## src/hdl/rvd_pkg.sv

```systemverilog
// Package for the RV32I instruction decoder: opcode, operation and format codes,
// the decode result type and the funct3 lookup functions.
// Depends on nothing; used by rvd_decode and rv32i_instruction_decoder.
package rvd_pkg;

    localparam int INSTR_W = 32;
    localparam int OP_W    = 6;
    localparam int FMT_W   = 3;
    localparam int REG_W   = 5;
    localparam int IMM_W   = 32;

    // Major opcodes, bits 6:0
    localparam logic [6:0] OPC_LUI    = 7'd55;
    localparam logic [6:0] OPC_AUIPC  = 7'd23;
    localparam logic [6:0] OPC_JAL    = 7'd111;
    localparam logic [6:0] OPC_JALR   = 7'd103;
    localparam logic [6:0] OPC_OPIMM  = 7'd19;
    localparam logic [6:0] OPC_LOAD   = 7'd3;
    localparam logic [6:0] OPC_BRANCH = 7'd99;
    localparam logic [6:0] OPC_OP     = 7'd51;
    localparam logic [6:0] OPC_STORE  = 7'd35;

    localparam logic [6:0] F7_ZERO = 7'd0;
    localparam logic [6:0] F7_ALT  = 7'd32;

    localparam logic [2:0] F3_ADD  = 3'd0;
    localparam logic [2:0] F3_SLL  = 3'd1;
    localparam logic [2:0] F3_SRL  = 3'd5;

    // Format classes
    localparam logic [FMT_W-1:0] FMT_U = 3'd0;
    localparam logic [FMT_W-1:0] FMT_J = 3'd1;
    localparam logic [FMT_W-1:0] FMT_I = 3'd2;
    localparam logic [FMT_W-1:0] FMT_L = 3'd3;
    localparam logic [FMT_W-1:0] FMT_B = 3'd4;
    localparam logic [FMT_W-1:0] FMT_R = 3'd5;
    localparam logic [FMT_W-1:0] FMT_S = 3'd6;

    // Operations
    localparam logic [OP_W-1:0] OP_LUI   = 6'd0;
    localparam logic [OP_W-1:0] OP_AUIPC = 6'd1;
    localparam logic [OP_W-1:0] OP_JAL   = 6'd2;
    localparam logic [OP_W-1:0] OP_JALR  = 6'd3;
    localparam logic [OP_W-1:0] OP_BEQ   = 6'd4;
    localparam logic [OP_W-1:0] OP_BNE   = 6'd5;
    localparam logic [OP_W-1:0] OP_BLT   = 6'd6;
    localparam logic [OP_W-1:0] OP_BGE   = 6'd7;
    localparam logic [OP_W-1:0] OP_BLTU  = 6'd8;
    localparam logic [OP_W-1:0] OP_BGEU  = 6'd9;
    localparam logic [OP_W-1:0] OP_LB    = 6'd10;
    localparam logic [OP_W-1:0] OP_LH    = 6'd11;
    localparam logic [OP_W-1:0] OP_LW    = 6'd12;
    localparam logic [OP_W-1:0] OP_LBU   = 6'd13;
    localparam logic [OP_W-1:0] OP_LHU   = 6'd14;
    localparam logic [OP_W-1:0] OP_SB    = 6'd15;
    localparam logic [OP_W-1:0] OP_SH    = 6'd16;
    localparam logic [OP_W-1:0] OP_SW    = 6'd17;
    localparam logic [OP_W-1:0] OP_ADDI  = 6'd18;
    localparam logic [OP_W-1:0] OP_SLTI  = 6'd19;
    localparam logic [OP_W-1:0] OP_SLTIU = 6'd20;
    localparam logic [OP_W-1:0] OP_XORI  = 6'd21;
    localparam logic [OP_W-1:0] OP_ORI   = 6'd22;
    localparam logic [OP_W-1:0] OP_ANDI  = 6'd23;
    localparam logic [OP_W-1:0] OP_SLLI  = 6'd24;
    localparam logic [OP_W-1:0] OP_SRLI  = 6'd25;
    localparam logic [OP_W-1:0] OP_SRAI  = 6'd26;
    localparam logic [OP_W-1:0] OP_ADD   = 6'd27;
    localparam logic [OP_W-1:0] OP_SUB   = 6'd28;
    localparam logic [OP_W-1:0] OP_SLL   = 6'd29;
    localparam logic [OP_W-1:0] OP_SLT   = 6'd30;
    localparam logic [OP_W-1:0] OP_SLTU  = 6'd31;
    localparam logic [OP_W-1:0] OP_XOR   = 6'd32;
    localparam logic [OP_W-1:0] OP_SRL   = 6'd33;
    localparam logic [OP_W-1:0] OP_SRA   = 6'd34;
    localparam logic [OP_W-1:0] OP_OR    = 6'd35;
    localparam logic [OP_W-1:0] OP_AND   = 6'd36;
    localparam logic [OP_W-1:0] OP_LAST  = OP_AND;

    typedef struct packed {
        logic                    ok;
        logic [OP_W-1:0]         op;
    } op_entry_t;

    typedef struct packed {
        logic [OP_W-1:0]         op;
        logic [FMT_W-1:0]        format;
        logic                    illegal;
        logic [REG_W-1:0]        src1_reg;
        logic                    src1_used;
        logic [REG_W-1:0]        src2_reg;
        logic                    src2_used;
        logic [REG_W-1:0]        dest_reg;
        logic                    dest_used;
        logic signed [IMM_W-1:0] immediate;
    } dec_result_t;

    function automatic op_entry_t branch_op(input logic [2:0] f3);
        op_entry_t e;
        e = '{ok: 1'b1, op: OP_BEQ};
        unique case (f3)
            3'd0:    e.op = OP_BEQ;
            3'd1:    e.op = OP_BNE;
            3'd4:    e.op = OP_BLT;
            3'd5:    e.op = OP_BGE;
            3'd6:    e.op = OP_BLTU;
            3'd7:    e.op = OP_BGEU;
            default: e = '{ok: 1'b0, op: '0};
        endcase
        return e;
    endfunction

    function automatic op_entry_t load_op(input logic [2:0] f3);
        op_entry_t e;
        e = '{ok: 1'b1, op: OP_LB};
        unique case (f3)
            3'd0:    e.op = OP_LB;
            3'd1:    e.op = OP_LH;
            3'd2:    e.op = OP_LW;
            3'd4:    e.op = OP_LBU;
            3'd5:    e.op = OP_LHU;
            default: e = '{ok: 1'b0, op: '0};
        endcase
        return e;
    endfunction

    function automatic op_entry_t store_op(input logic [2:0] f3);
        op_entry_t e;
        e = '{ok: 1'b1, op: OP_SB};
        unique case (f3)
            3'd0:    e.op = OP_SB;
            3'd1:    e.op = OP_SH;
            3'd2:    e.op = OP_SW;
            default: e = '{ok: 1'b0, op: '0};
        endcase
        return e;
    endfunction

    // Immediate ALU ops other than the shifts
    function automatic logic [OP_W-1:0] opimm_op(input logic [2:0] f3);
        logic [OP_W-1:0] o;
        o = OP_ADDI;
        unique case (f3)
            3'd0:    o = OP_ADDI;
            3'd2:    o = OP_SLTI;
            3'd3:    o = OP_SLTIU;
            3'd4:    o = OP_XORI;
            3'd6:    o = OP_ORI;
            3'd7:    o = OP_ANDI;
            default: o = OP_ADDI;
        endcase
        return o;
    endfunction

    // Register ALU ops with funct7 zero
    function automatic logic [OP_W-1:0] reg_op(input logic [2:0] f3);
        logic [OP_W-1:0] o;
        o = OP_ADD;
        unique case (f3)
            3'd0: o = OP_ADD;
            3'd1: o = OP_SLL;
            3'd2: o = OP_SLT;
            3'd3: o = OP_SLTU;
            3'd4: o = OP_XOR;
            3'd5: o = OP_SRL;
            3'd6: o = OP_OR;
            3'd7: o = OP_AND;
        endcase
        return o;
    endfunction

endpackage

```

## src/hdl/rvd_decode.sv

```systemverilog
// Combinational decode of one RV32I instruction word into a dec_result_t.
// Depends on rvd_pkg.
module rvd_decode (
    input  logic [rvd_pkg::INSTR_W-1:0] instr_word,
    output rvd_pkg::dec_result_t        result
);

    logic [6:0]                      opc;
    logic [2:0]                      f3;
    logic [6:0]                      f7;
    logic                            ok;
    logic [rvd_pkg::OP_W-1:0]        op;
    logic [rvd_pkg::FMT_W-1:0]       fmt;
    logic                            s1;
    logic                            s2;
    logic                            d;
    logic [rvd_pkg::IMM_W-1:0]       imm;
    logic [rvd_pkg::IMM_W-1:0]       imm_i;
    logic [rvd_pkg::IMM_W-1:0]       imm_sh;
    rvd_pkg::op_entry_t              ent;

    assign opc    = instr_word[6:0];
    assign f3     = instr_word[14:12];
    assign f7     = instr_word[31:25];
    assign imm_i  = {{20{instr_word[31]}}, instr_word[31:20]};
    assign imm_sh = {27'd0, instr_word[24:20]};

    always_comb
    begin
        ok  = 1'b0;
        op  = '0;
        fmt = rvd_pkg::FMT_U;
        s1  = 1'b0;
        s2  = 1'b0;
        d   = 1'b0;
        imm = '0;
        ent = '0;
        unique case (opc)
            rvd_pkg::OPC_LUI, rvd_pkg::OPC_AUIPC:
            begin
                ok  = 1'b1;
                op  = (opc == rvd_pkg::OPC_LUI) ? rvd_pkg::OP_LUI : rvd_pkg::OP_AUIPC;
                d   = 1'b1;
                imm = {instr_word[31:12], 12'd0};
            end
            rvd_pkg::OPC_JAL:
            begin
                ok  = 1'b1;
                op  = rvd_pkg::OP_JAL;
                fmt = rvd_pkg::FMT_J;
                d   = 1'b1;
                imm = {{12{instr_word[31]}}, instr_word[19:12], instr_word[20],
                       instr_word[30:21], 1'b0};
            end
            rvd_pkg::OPC_JALR:
            begin
                ok  = (f3 == rvd_pkg::F3_ADD);
                op  = rvd_pkg::OP_JALR;
                fmt = rvd_pkg::FMT_I;
                s1  = 1'b1;
                d   = 1'b1;
                imm = imm_i;
            end
            rvd_pkg::OPC_OPIMM:
            begin
                fmt = rvd_pkg::FMT_I;
                s1  = 1'b1;
                d   = 1'b1;
                priority if (f3 == rvd_pkg::F3_SLL)
                begin
                    ok  = (f7 == rvd_pkg::F7_ZERO);
                    op  = rvd_pkg::OP_SLLI;
                    imm = imm_sh;
                end
                else if (f3 == rvd_pkg::F3_SRL)
                begin
                    ok  = (f7 == rvd_pkg::F7_ZERO) || (f7 == rvd_pkg::F7_ALT);
                    op  = (f7 == rvd_pkg::F7_ZERO) ? rvd_pkg::OP_SRLI : rvd_pkg::OP_SRAI;
                    imm = imm_sh;
                end
                else
                begin
                    ok  = 1'b1;
                    op  = rvd_pkg::opimm_op(f3);
                    imm = imm_i;
                end
            end
            rvd_pkg::OPC_LOAD:
            begin
                ent = rvd_pkg::load_op(f3);
                ok  = ent.ok;
                op  = ent.op;
                fmt = rvd_pkg::FMT_L;
                s1  = 1'b1;
                d   = 1'b1;
                imm = imm_i;
            end
            rvd_pkg::OPC_BRANCH:
            begin
                ent = rvd_pkg::branch_op(f3);
                ok  = ent.ok;
                op  = ent.op;
                fmt = rvd_pkg::FMT_B;
                s1  = 1'b1;
                s2  = 1'b1;
                imm = {{20{instr_word[31]}}, instr_word[7], instr_word[30:25],
                       instr_word[11:8], 1'b0};
            end
            rvd_pkg::OPC_OP:
            begin
                fmt = rvd_pkg::FMT_R;
                s1  = 1'b1;
                s2  = 1'b1;
                d   = 1'b1;
                priority if (f7 == rvd_pkg::F7_ZERO)
                begin
                    ok = 1'b1;
                    op = rvd_pkg::reg_op(f3);
                end
                else if (f7 == rvd_pkg::F7_ALT && f3 == rvd_pkg::F3_ADD)
                begin
                    ok = 1'b1;
                    op = rvd_pkg::OP_SUB;
                end
                else if (f7 == rvd_pkg::F7_ALT && f3 == rvd_pkg::F3_SRL)
                begin
                    ok = 1'b1;
                    op = rvd_pkg::OP_SRA;
                end
                else
                begin
                    ok = 1'b0;
                end
            end
            rvd_pkg::OPC_STORE:
            begin
                ent = rvd_pkg::store_op(f3);
                ok  = ent.ok;
                op  = ent.op;
                fmt = rvd_pkg::FMT_S;
                s1  = 1'b1;
                s2  = 1'b1;
                imm = {{20{instr_word[31]}}, instr_word[31:25], instr_word[11:7]};
            end
            default:
            begin
                ok = 1'b0;
            end
        endcase
    end

    // Zero every field of an illegal word; mask unused register numbers
    always_comb
    begin
        result           = '0;
        result.illegal   = !ok;
        if (ok)
        begin
            result.op        = op;
            result.format    = fmt;
            result.src1_used = s1;
            result.src1_reg  = s1 ? instr_word[19:15] : '0;
            result.src2_used = s2;
            result.src2_reg  = s2 ? instr_word[24:20] : '0;
            result.dest_used = d;
            result.dest_reg  = d ? instr_word[11:7] : '0;
            result.immediate = imm;
        end
    end

endmodule

```

## src/hdl/rv32i_instruction_decoder.sv

```systemverilog
// Top level of the RV32I instruction decoder: input register, decode logic,
// result register and stream handshakes. Depends on rvd_pkg and rvd_decode.
//
// Usage:
//   Slave stream (s_axis_*) takes one 32-bit instruction word per request.
//   Master stream (m_axis_*) returns one decode result per request, in order.
//   m_axis_tuser says what the result is: the format class and the illegal
//   flag. m_axis_tdata carries the operation, register numbers with their
//   used flags and the sign-extended immediate. An illegal word returns
//   illegal = 1 with every other field zero.
// Pipeline and throughput:
//   An accepted request is loaded into the input register; its decode is then
//   loaded into the result register, where m_axis_tvalid rises. One request
//   per cycle sustained while m_axis_tready is high; the only loop is the
//   valid/ready chain of the two pipeline registers.
// Reset:
//   rst_n low clears both valid bits at once; no results are pending after.
// Stall:
//   When m_axis_tready is low the result holds; the input register still
//   takes a new request while it is empty, then s_axis_tready drops until
//   the result is taken. No request is dropped or duplicated.
module rv32i_instruction_decoder (
    input  logic        clk,
    input  logic        rst_n,
    input  logic        s_axis_tvalid,
    output logic        s_axis_tready,
    input  logic [31:0] s_axis_tdata,   // [31:0] instr_word
    output logic        m_axis_tvalid,
    input  logic        m_axis_tready,
    // [5:0] op, [10:6] src1_reg, [11] src1_used, [16:12] src2_reg,
    // [17] src2_used, [22:18] dest_reg, [23] dest_used, [55:24] immediate
    output logic [55:0] m_axis_tdata,
    output logic [3:0]  m_axis_tuser    // [2:0] format, [3] illegal
);

    logic                             in_valid_reg;
    logic [rvd_pkg::INSTR_W-1:0]      instr_reg;
    logic                             out_valid_reg;
    rvd_pkg::dec_result_t             result_reg;
    rvd_pkg::dec_result_t             result_next;
    logic                             out_advance;
    logic                             in_advance;

    // Result stage moves when empty or being drained; input stage moves when
    // empty or when its word is passing into the result stage.
    assign out_advance   = !out_valid_reg || m_axis_tready;
    assign in_advance    = !in_valid_reg || out_advance;
    assign s_axis_tready = in_advance;

    always_ff @(posedge clk or negedge rst_n)
    begin
        if (!rst_n)
        begin
            in_valid_reg  <= 1'b0;
            out_valid_reg <= 1'b0;
        end
        else
        begin
            if (in_advance)
            begin
                in_valid_reg <= s_axis_tvalid;
            end
            if (out_advance)
            begin
                out_valid_reg <= in_valid_reg;
            end
        end
    end

    // Payload registers: load only on a live request
    always_ff @(posedge clk)
    begin
        if (in_advance && s_axis_tvalid)
        begin
            instr_reg <= s_axis_tdata;
        end
        if (out_advance && in_valid_reg)
        begin
            result_reg <= result_next;
        end
    end

    rvd_decode u_decode (
        .instr_word (instr_reg),
        .result     (result_next)
    );

    assign m_axis_tvalid = out_valid_reg;
    assign m_axis_tdata  = {result_reg.immediate,
                            result_reg.dest_used, result_reg.dest_reg,
                            result_reg.src2_used, result_reg.src2_reg,
                            result_reg.src1_used, result_reg.src1_reg,
                            result_reg.op};
    assign m_axis_tuser  = {result_reg.illegal, result_reg.format};

`ifndef SYNTH
    // An illegal result carries no other information
    a_illegal_zero: assert property (@(posedge clk) disable iff (!rst_n)
        (m_axis_tvalid && result_reg.illegal) |->
            (result_reg.op == '0 && result_reg.format == '0 &&
             !result_reg.src1_used && !result_reg.src2_used &&
             !result_reg.dest_used && result_reg.immediate == '0))
        else $error("illegal result has nonzero fields");

    // Anything that reads the second source also reads the first
    a_src_order: assert property (@(posedge clk) disable iff (!rst_n)
        (m_axis_tvalid && result_reg.src2_used) |-> result_reg.src1_used)
        else $error("src2 used without src1");

    // Legal results stay within the operation and format ranges
    a_legal_range: assert property (@(posedge clk) disable iff (!rst_n)
        (m_axis_tvalid && !result_reg.illegal) |->
            (result_reg.op <= rvd_pkg::OP_LAST && result_reg.format <= rvd_pkg::FMT_S))
        else $error("legal result out of range");

    // A taken request occupies the input stage in the next cycle
    a_in_capture: assert property (@(posedge clk) disable iff (!rst_n)
        (s_axis_tvalid && s_axis_tready) |=> in_valid_reg)
        else $error("accepted request lost");

    // A stage holding a word that cannot move keeps the input side closed
    a_full_block: assert property (@(posedge clk) disable iff (!rst_n)
        (in_valid_reg && out_valid_reg && !m_axis_tready) |-> !s_axis_tready)
        else $error("request accepted over a full pipeline");
`endif

endmodule
```

## config.mk

```make
export PLATFORM = sky130hd
export DESIGN_NAME = rv32i_instruction_decoder
export DESIGN_NICKNAME = d
export VERILOG_FILES = /design/src/hdl/rvd_pkg.sv /design/src/hdl/rvd_decode.sv /design/src/hdl/rv32i_instruction_decoder.sv
export SDC_FILE = /design/constraint.sdc
export NUM_CORES = 1
export LEC_CHECK = 0
export BUFFER_PORTS_ARGS = -buffer_cell sky130_fd_sc_hd__buf_2
export CAP_MARGIN = 10
export CELL_PAD_IN_SITES_DETAIL_PLACEMENT = 1
export CELL_PAD_IN_SITES_GLOBAL_PLACEMENT = 1
export CORE_MARGIN = 1.5
export CORE_UTILIZATION = 46
export DETAILED_ROUTE_END_ITERATION = 12
export GPL_ROUTABILITY_DRIVEN = 0
export HOLD_SLACK_MARGIN = 0.05
export PLACE_DENSITY_LB_ADDON = 0.1
export SYNTH_ARGS = -nofsm -noshare
export SYNTH_HDL_FRONTEND = slang
export SYNTH_SLANG_ARGS = --single-unit
```

## constraint.sdc

```tcl
create_clock -name clk -period 5.02 [get_ports clk]
set_input_delay 1.255 -clock clk [delete_from_list [all_inputs] [get_ports clk]]
set_output_delay 1.255 -clock clk [all_outputs]
set_load 0.005 [all_outputs]
```

# ---- After elaboration in Yosys (flattened, before gate mapping)
# Memories as Yosys holds them, arrays and structs flattened. A register that Yosys moved wholly into a read port is not among the register bits.
# Cells that the tools add are included.
dict set report word_totals {
  register_bits 94
  romBits 48
  inputBits 36
  wordCells 85
  memories 1
}
# name depth word_bits rd rd_ports_with_merged_regs wr line_no
set mem_list {}
lappend mem_list {{(no name shown)} 8 6 1 1 0 rvd_pkg.sv:158} ;# unique case (f3)
dict set report classes {
  eq_ne 17
  mux 29
  reduce_logical 25
}
# cell count
set op_table {}
lappend op_table {{$pmux 32 s6} 1}
lappend op_table {{$mux 32} 2}
lappend op_table {{$pmux 6 s8} 1}
lappend op_table {{$mux 6} 5}
lappend op_table {{$eq 7x6->1 const B} 4}
lappend op_table {{$pmux 4 s6} 1}
lappend op_table {{$eq 7x7->1 const B} 3}
lappend op_table {{$pmux 4 s5} 1}
lappend op_table {{$pmux 3 s6} 1}
lappend op_table {{$pmux 3 s5} 1}
lappend op_table {{$pmux 5 s3} 1}
lappend op_table {{$eq 7x5->1 const B} 2}
lappend op_table {{$eq 3x3->1 const B} 4}
lappend op_table {{$mux 1} 12}
lappend op_table {{$reduce_or 6->1} 2}
lappend op_table {{$reduce_or 3->1} 3}
lappend op_table {{$eq 7x2->1 const B} 1}
lappend op_table {{$logic_not 7->1} 1}
lappend op_table {{$pmux 1 s7} 1}
lappend op_table {{$reduce_or 7->1} 1}
lappend op_table {{$eq 3x2->1 const B} 2}
lappend op_table {{$reduce_and 2->1} 3}
lappend op_table {{$reduce_or 2->1} 3}
lappend op_table {{$reduce_or 5->1} 1}
lappend op_table {{other kinds (7)} 14}

# ---- Depth between registers and ports, before layout
dict set report depth {
  depth_word 7
  mapped_depth 8
  ltp_nobuf 8
}

# ---- Hierarchy
# From an unflattened synthesis, not the netlist that was laid out.
dict set report hier_totals {
  hier_cells 353
  area_unflattened_um2 4426.7
}
# module instances cells_per_inst area_each_um2
set by_module_without_submodules {}
lappend by_module_without_submodules {rv32i_instruction_decoder 1 100 2866.5}
lappend by_module_without_submodules {rvd_decode 1 253 1560.2}

# ---- Worst setup path after synthesis
# Ideal clock, no wire load.
dict set report synth_timing {
  kind {input port to flip-flop}
  from {input port m_axis_tready}
  to {register result_reg (netlist bit m_axis_tdata[0]), enable pin}
  arrival_ns 2.783
  t_required_ns 4.596
  path_slack_ns 1.813
  path_stages 2
  path_buffers 0
  path_cell_list {nand2b_1 -> and2_1}
}
dict set report synth_via {
  elab_chain_cells 2
}
# element line_no
set synth_lines {}
lappend synth_lines {{start, declared} rv32i_instruction_decoder.sv:29} ;# input logic m_axis_tready,
lappend synth_lines {{$logic_or 1x1->1} rv32i_instruction_decoder.sv:46} ;# assign out_advance = !out_valid_reg || m_axis_tready;
lappend synth_lines {{$logic_and 1x1->1} rv32i_instruction_decoder.sv:77} ;# if (out_advance && in_valid_reg)
lappend synth_lines {{end signal, assigned} rv32i_instruction_decoder.sv:79} ;# result_reg <= result_next;
lappend synth_lines {{end, declared} rv32i_instruction_decoder.sv:39} ;# rvd_pkg::dec_result_t result_reg;
# No other way between the ends.
# A chain may end at the register's enable or synchronous reset.

# ---- Worst setup path after layout
dict set report layout_timing {
  from {input port m_axis_tready}
  to {output port s_axis_tready}
}
dict set report layout_via {
  elab_chain_cells 2
}
# element line_no
set layout_lines {}
lappend layout_lines {{$logic_or 1x1->1} rv32i_instruction_decoder.sv:46}
lappend layout_lines {{$logic_or 1x1->1} rv32i_instruction_decoder.sv:47} ;# assign in_advance = !in_valid_reg || out_advance;
lappend layout_lines {{end, declared} rv32i_instruction_decoder.sv:26} ;# output logic s_axis_tready,
# No other way between the ends.

==> flow_summary_export.csv <==
group,metric,value,unit
finish,layout-drive-gt1-share,0.270,
cts,clock-sinks,99,
hold_path,worstHoldPathCells,1,
setup_path,crit_slowest_cell,"nand3b_1",
global_routing,grt_pass1_wl,16200,µm
hold_path,min_from,"in_valid_reg",
setup_path,cp_max_fo,3,
cts,cts_buffers,9,
finish,largest_register_ffs,56,
drt,dr.pass1.iters,4,
placement,dpl_cell_area,4890,µm²
sta,finalSetupTns,0,ns
setup_path,start_kind,"input port",
global_routing,grt_max_degree,41,
cts,cts_buffer_depth,2,
cts,root_buffer,"clkbuf_8",
synthesis,synth_edf_count,92,
synthesis,synth.distinct_cells,49,
global_routing,grt_pass1_vias,3204,
setup_path,worstSetupStartpoint,"m_axis_tready",
sta,max_freq,335,MHz
finish,fill_cells,1026,
finish,n_antenna_cell,0,
cts,clk_pin_slew,0.11,ns
global_routing,antenna_found_initial,0,
sta,min_period,2.99,ns
finish,fin_cells,571,
synthesis,synthArstFlopShare,0.0202,
drt,wl,10400,µm
synthesis,avgSynthCellArea,12.0,µm²
floorplanning,die_area,10000,µm²
setup_path,critical_path.max_stage_delay,0.21,ns
synthesis,synth_seq_cells,99,
sta,worstMarginPinSlew,1.05,ns
power_and_ir_drop,p_per_area,328,nW/µm²
placement,port_buffers,97,
finish,multi_input_area,1300,µm²
setup_path,cp_common_cell,"buf_2",
floorplanning,die_h,100,µm
setup_path,end_kind,"output port",
finish,final_cell_mix,"buf_2 (97), edfxtp_1 (92), nand2_1 (55), nor2_1 (43), a21oi_1 (33)",
floorplanning,rows,35,
global_routing,globalRouteOverflowTotal,0,
finish,area_growth,17.6,%
setup_path,r2r-start,"instr_reg[14]",
sta,rsz0062_at_grt,"false",
floorplanning,core_area,9200,µm²
setup_path,critPathArrivalTime,1.73,ns
sta,finalSetupViolations,0,
power_and_ir_drop,power_leakage,0.00192,µW
floorplanning,die-width,100,µm
finish,final_area,5100,µm²
sta,post-route-period-util,0.595,
sta,finalHoldViolations,0,
drt,vias,3159,
finish,regArea,2910,µm²
sta,slew_headroom,0.293,
placement,dpl.hpwl,7470,µm
hold_path,hold_class,"reg2reg",
drt,avgRoutedWirePerCell,18.2,µm
synthesis,synthFlopType,"edfxtp_1",
sta,hold_slack,0.533,ns
synthesis,synth_cells,361,
setup_path,critPathTopFamily,"buffers and inverters",
setup_path,cp_num_buf_inv,2,
floorplanning,initial_utilization,0.472,
setup_path,critical_path_class,"in2out",
cts,postCtsHoldBufs,0,
setup_path,path_cells,"buf_2 > nand3b_1 > buf_2",
sta,finClkSkew,0.0135,ns
power_and_ir_drop,vdd_drop_max,0.149,mV
cts,cts_resized,0,
finish,layout.nets,496,
cts,htreeDepth,3,
cts,clk_latency,0.37,ns
job,max_cap_violations,0,
drt,drt_iter0_markers,159,
finish,mostFrequentLayoutCell,"buf_2",
setup_path,worstPathRequired,3.76,ns
synthesis,yosysWarnings,0,
synthesis,ys_seq_area_frac,0.672,
sta,slew_viol_final,0,
global_routing,grtUsageTotal,0.214,
synthesis,syn_nets,402,
drt,vias_per_cell,5.53,
setup_path,cp_num_cells,3,
cts,cts_tree,"yes",
placement,place_inst,555,
cts,cts_post_setup_buffers_inserted,0,
drt,drtAntennaViolNets,0,
setup_path,rr_worst_depth,5,
synthesis,synth_area,4340,µm²
outcome,run_status,"finished, final reports clean",
drt,drc,0,
floorplanning,ios,98,
-- synthesized netlist by cell type, types with 2 or more instances --
cell	count	area, µm²
a21o_1	2	15.0
a21oi_1	33	165
a22oi_1	6	45.0
a311oi_1	2	17.5
a31oi_1	7	43.8
and3_1	4	25.0
and3b_1	3	26.3
buf_2	12	60.1
buf_6	2	22.5
clkbuf_1	3	11.3
dfrtp_1	2	50.1
dfxtp_1	5	100
edfxtp_1	92	2760
ha_1	5	62.6
inv_1	9	33.8
nand2_1	55	206
nand2b_1	11	68.8
nand3_1	8	40.0
nand3b_1	3	22.5
nand4_1	4	25.0
nor2_1	43	161
nor2_2	2	12.5
nor2b_1	5	31.3
nor3_1	6	30.0
nor3b_1	2	15.0
o21a_1	2	15.0
o21ai_0	10	50.1
xor2_1	2	17.5
-- where the power goes --
group / total (µW) / leakage [µW] / internal (µW) / switching (µW)
Combinational: 140 / 0.000844 / 53.2 / 86.9
Clock: 538 / 0.000105 / 239 / 300
Sequential: 995 / 0.000975 / 960 / 34.5
Total: 1670 / 0.00192 / 1250 / 421
-- through the flow --
step	total power [µW]	setup slack, ns	utilization
after global placement	1150	2.02	0.532
after detailed placement	1160	1.83	0.532
after CTS	1680	2.04	0.555
after floorplan	1080	1.81	-
after global routing	1730	1.99	0.555
final	1670	2.03	0.555
-- final timing paths --
kind | end | slack (ns)
worst max-delay path | s_axis_tready | 2.03
min in group asynchronous | in_valid_reg | 0.65
worst min register to register | m_axis_tvalid | 0.53
worst max register to register | m_axis_tdata[27] | 2.42
max in group asynchronous | in_valid_reg | 4.28
worst min-delay path | m_axis_tvalid | 0.53
-- final cells by class --
cell class,instances,area share
clock inverters,7,0.0167
well taps,111,0.0272
multi-input cells,236,0.254
repair buffers,100,0.0996
flip-flops and latches,99,0.571
clock buffers,9,0.0243
inverters,9,0.00662
-- layer usage --
metal / vias up / GRT usage / wire (µm)
met5: - / 0 / 0
met1: 1573 / 0.268 / 4510
met2: 77 / 0.377 / 5430
li1: 1503 / - / -
met3: 6 / 0.0320 / 397
met4: 0 / 0.0748 / 72
-- kinds of logic (layout without fill, tap and decap cells) --
| group | after synthesis | after routing | synth area share |
|---|---|---|---|
| AO/OA/AOI/OAI | 75 | 75 | 0.107 |
| XOR/XNOR | 2 | 2 | 0.00404 |
| AND/OR/NAND/NOR | 153 | 153 | 0.171 |
| buffers and inverters | 26 | 125 | 0.0294 |
| flip-flops | 99 | 99 | 0.672 |
| multiplexers | 1 | 1 | 0.00231 |
| adder cells (fa/ha/maj) | 5 | 5 | 0.0144 |
No activity file was read; power rests on OpenSTA's default activity.
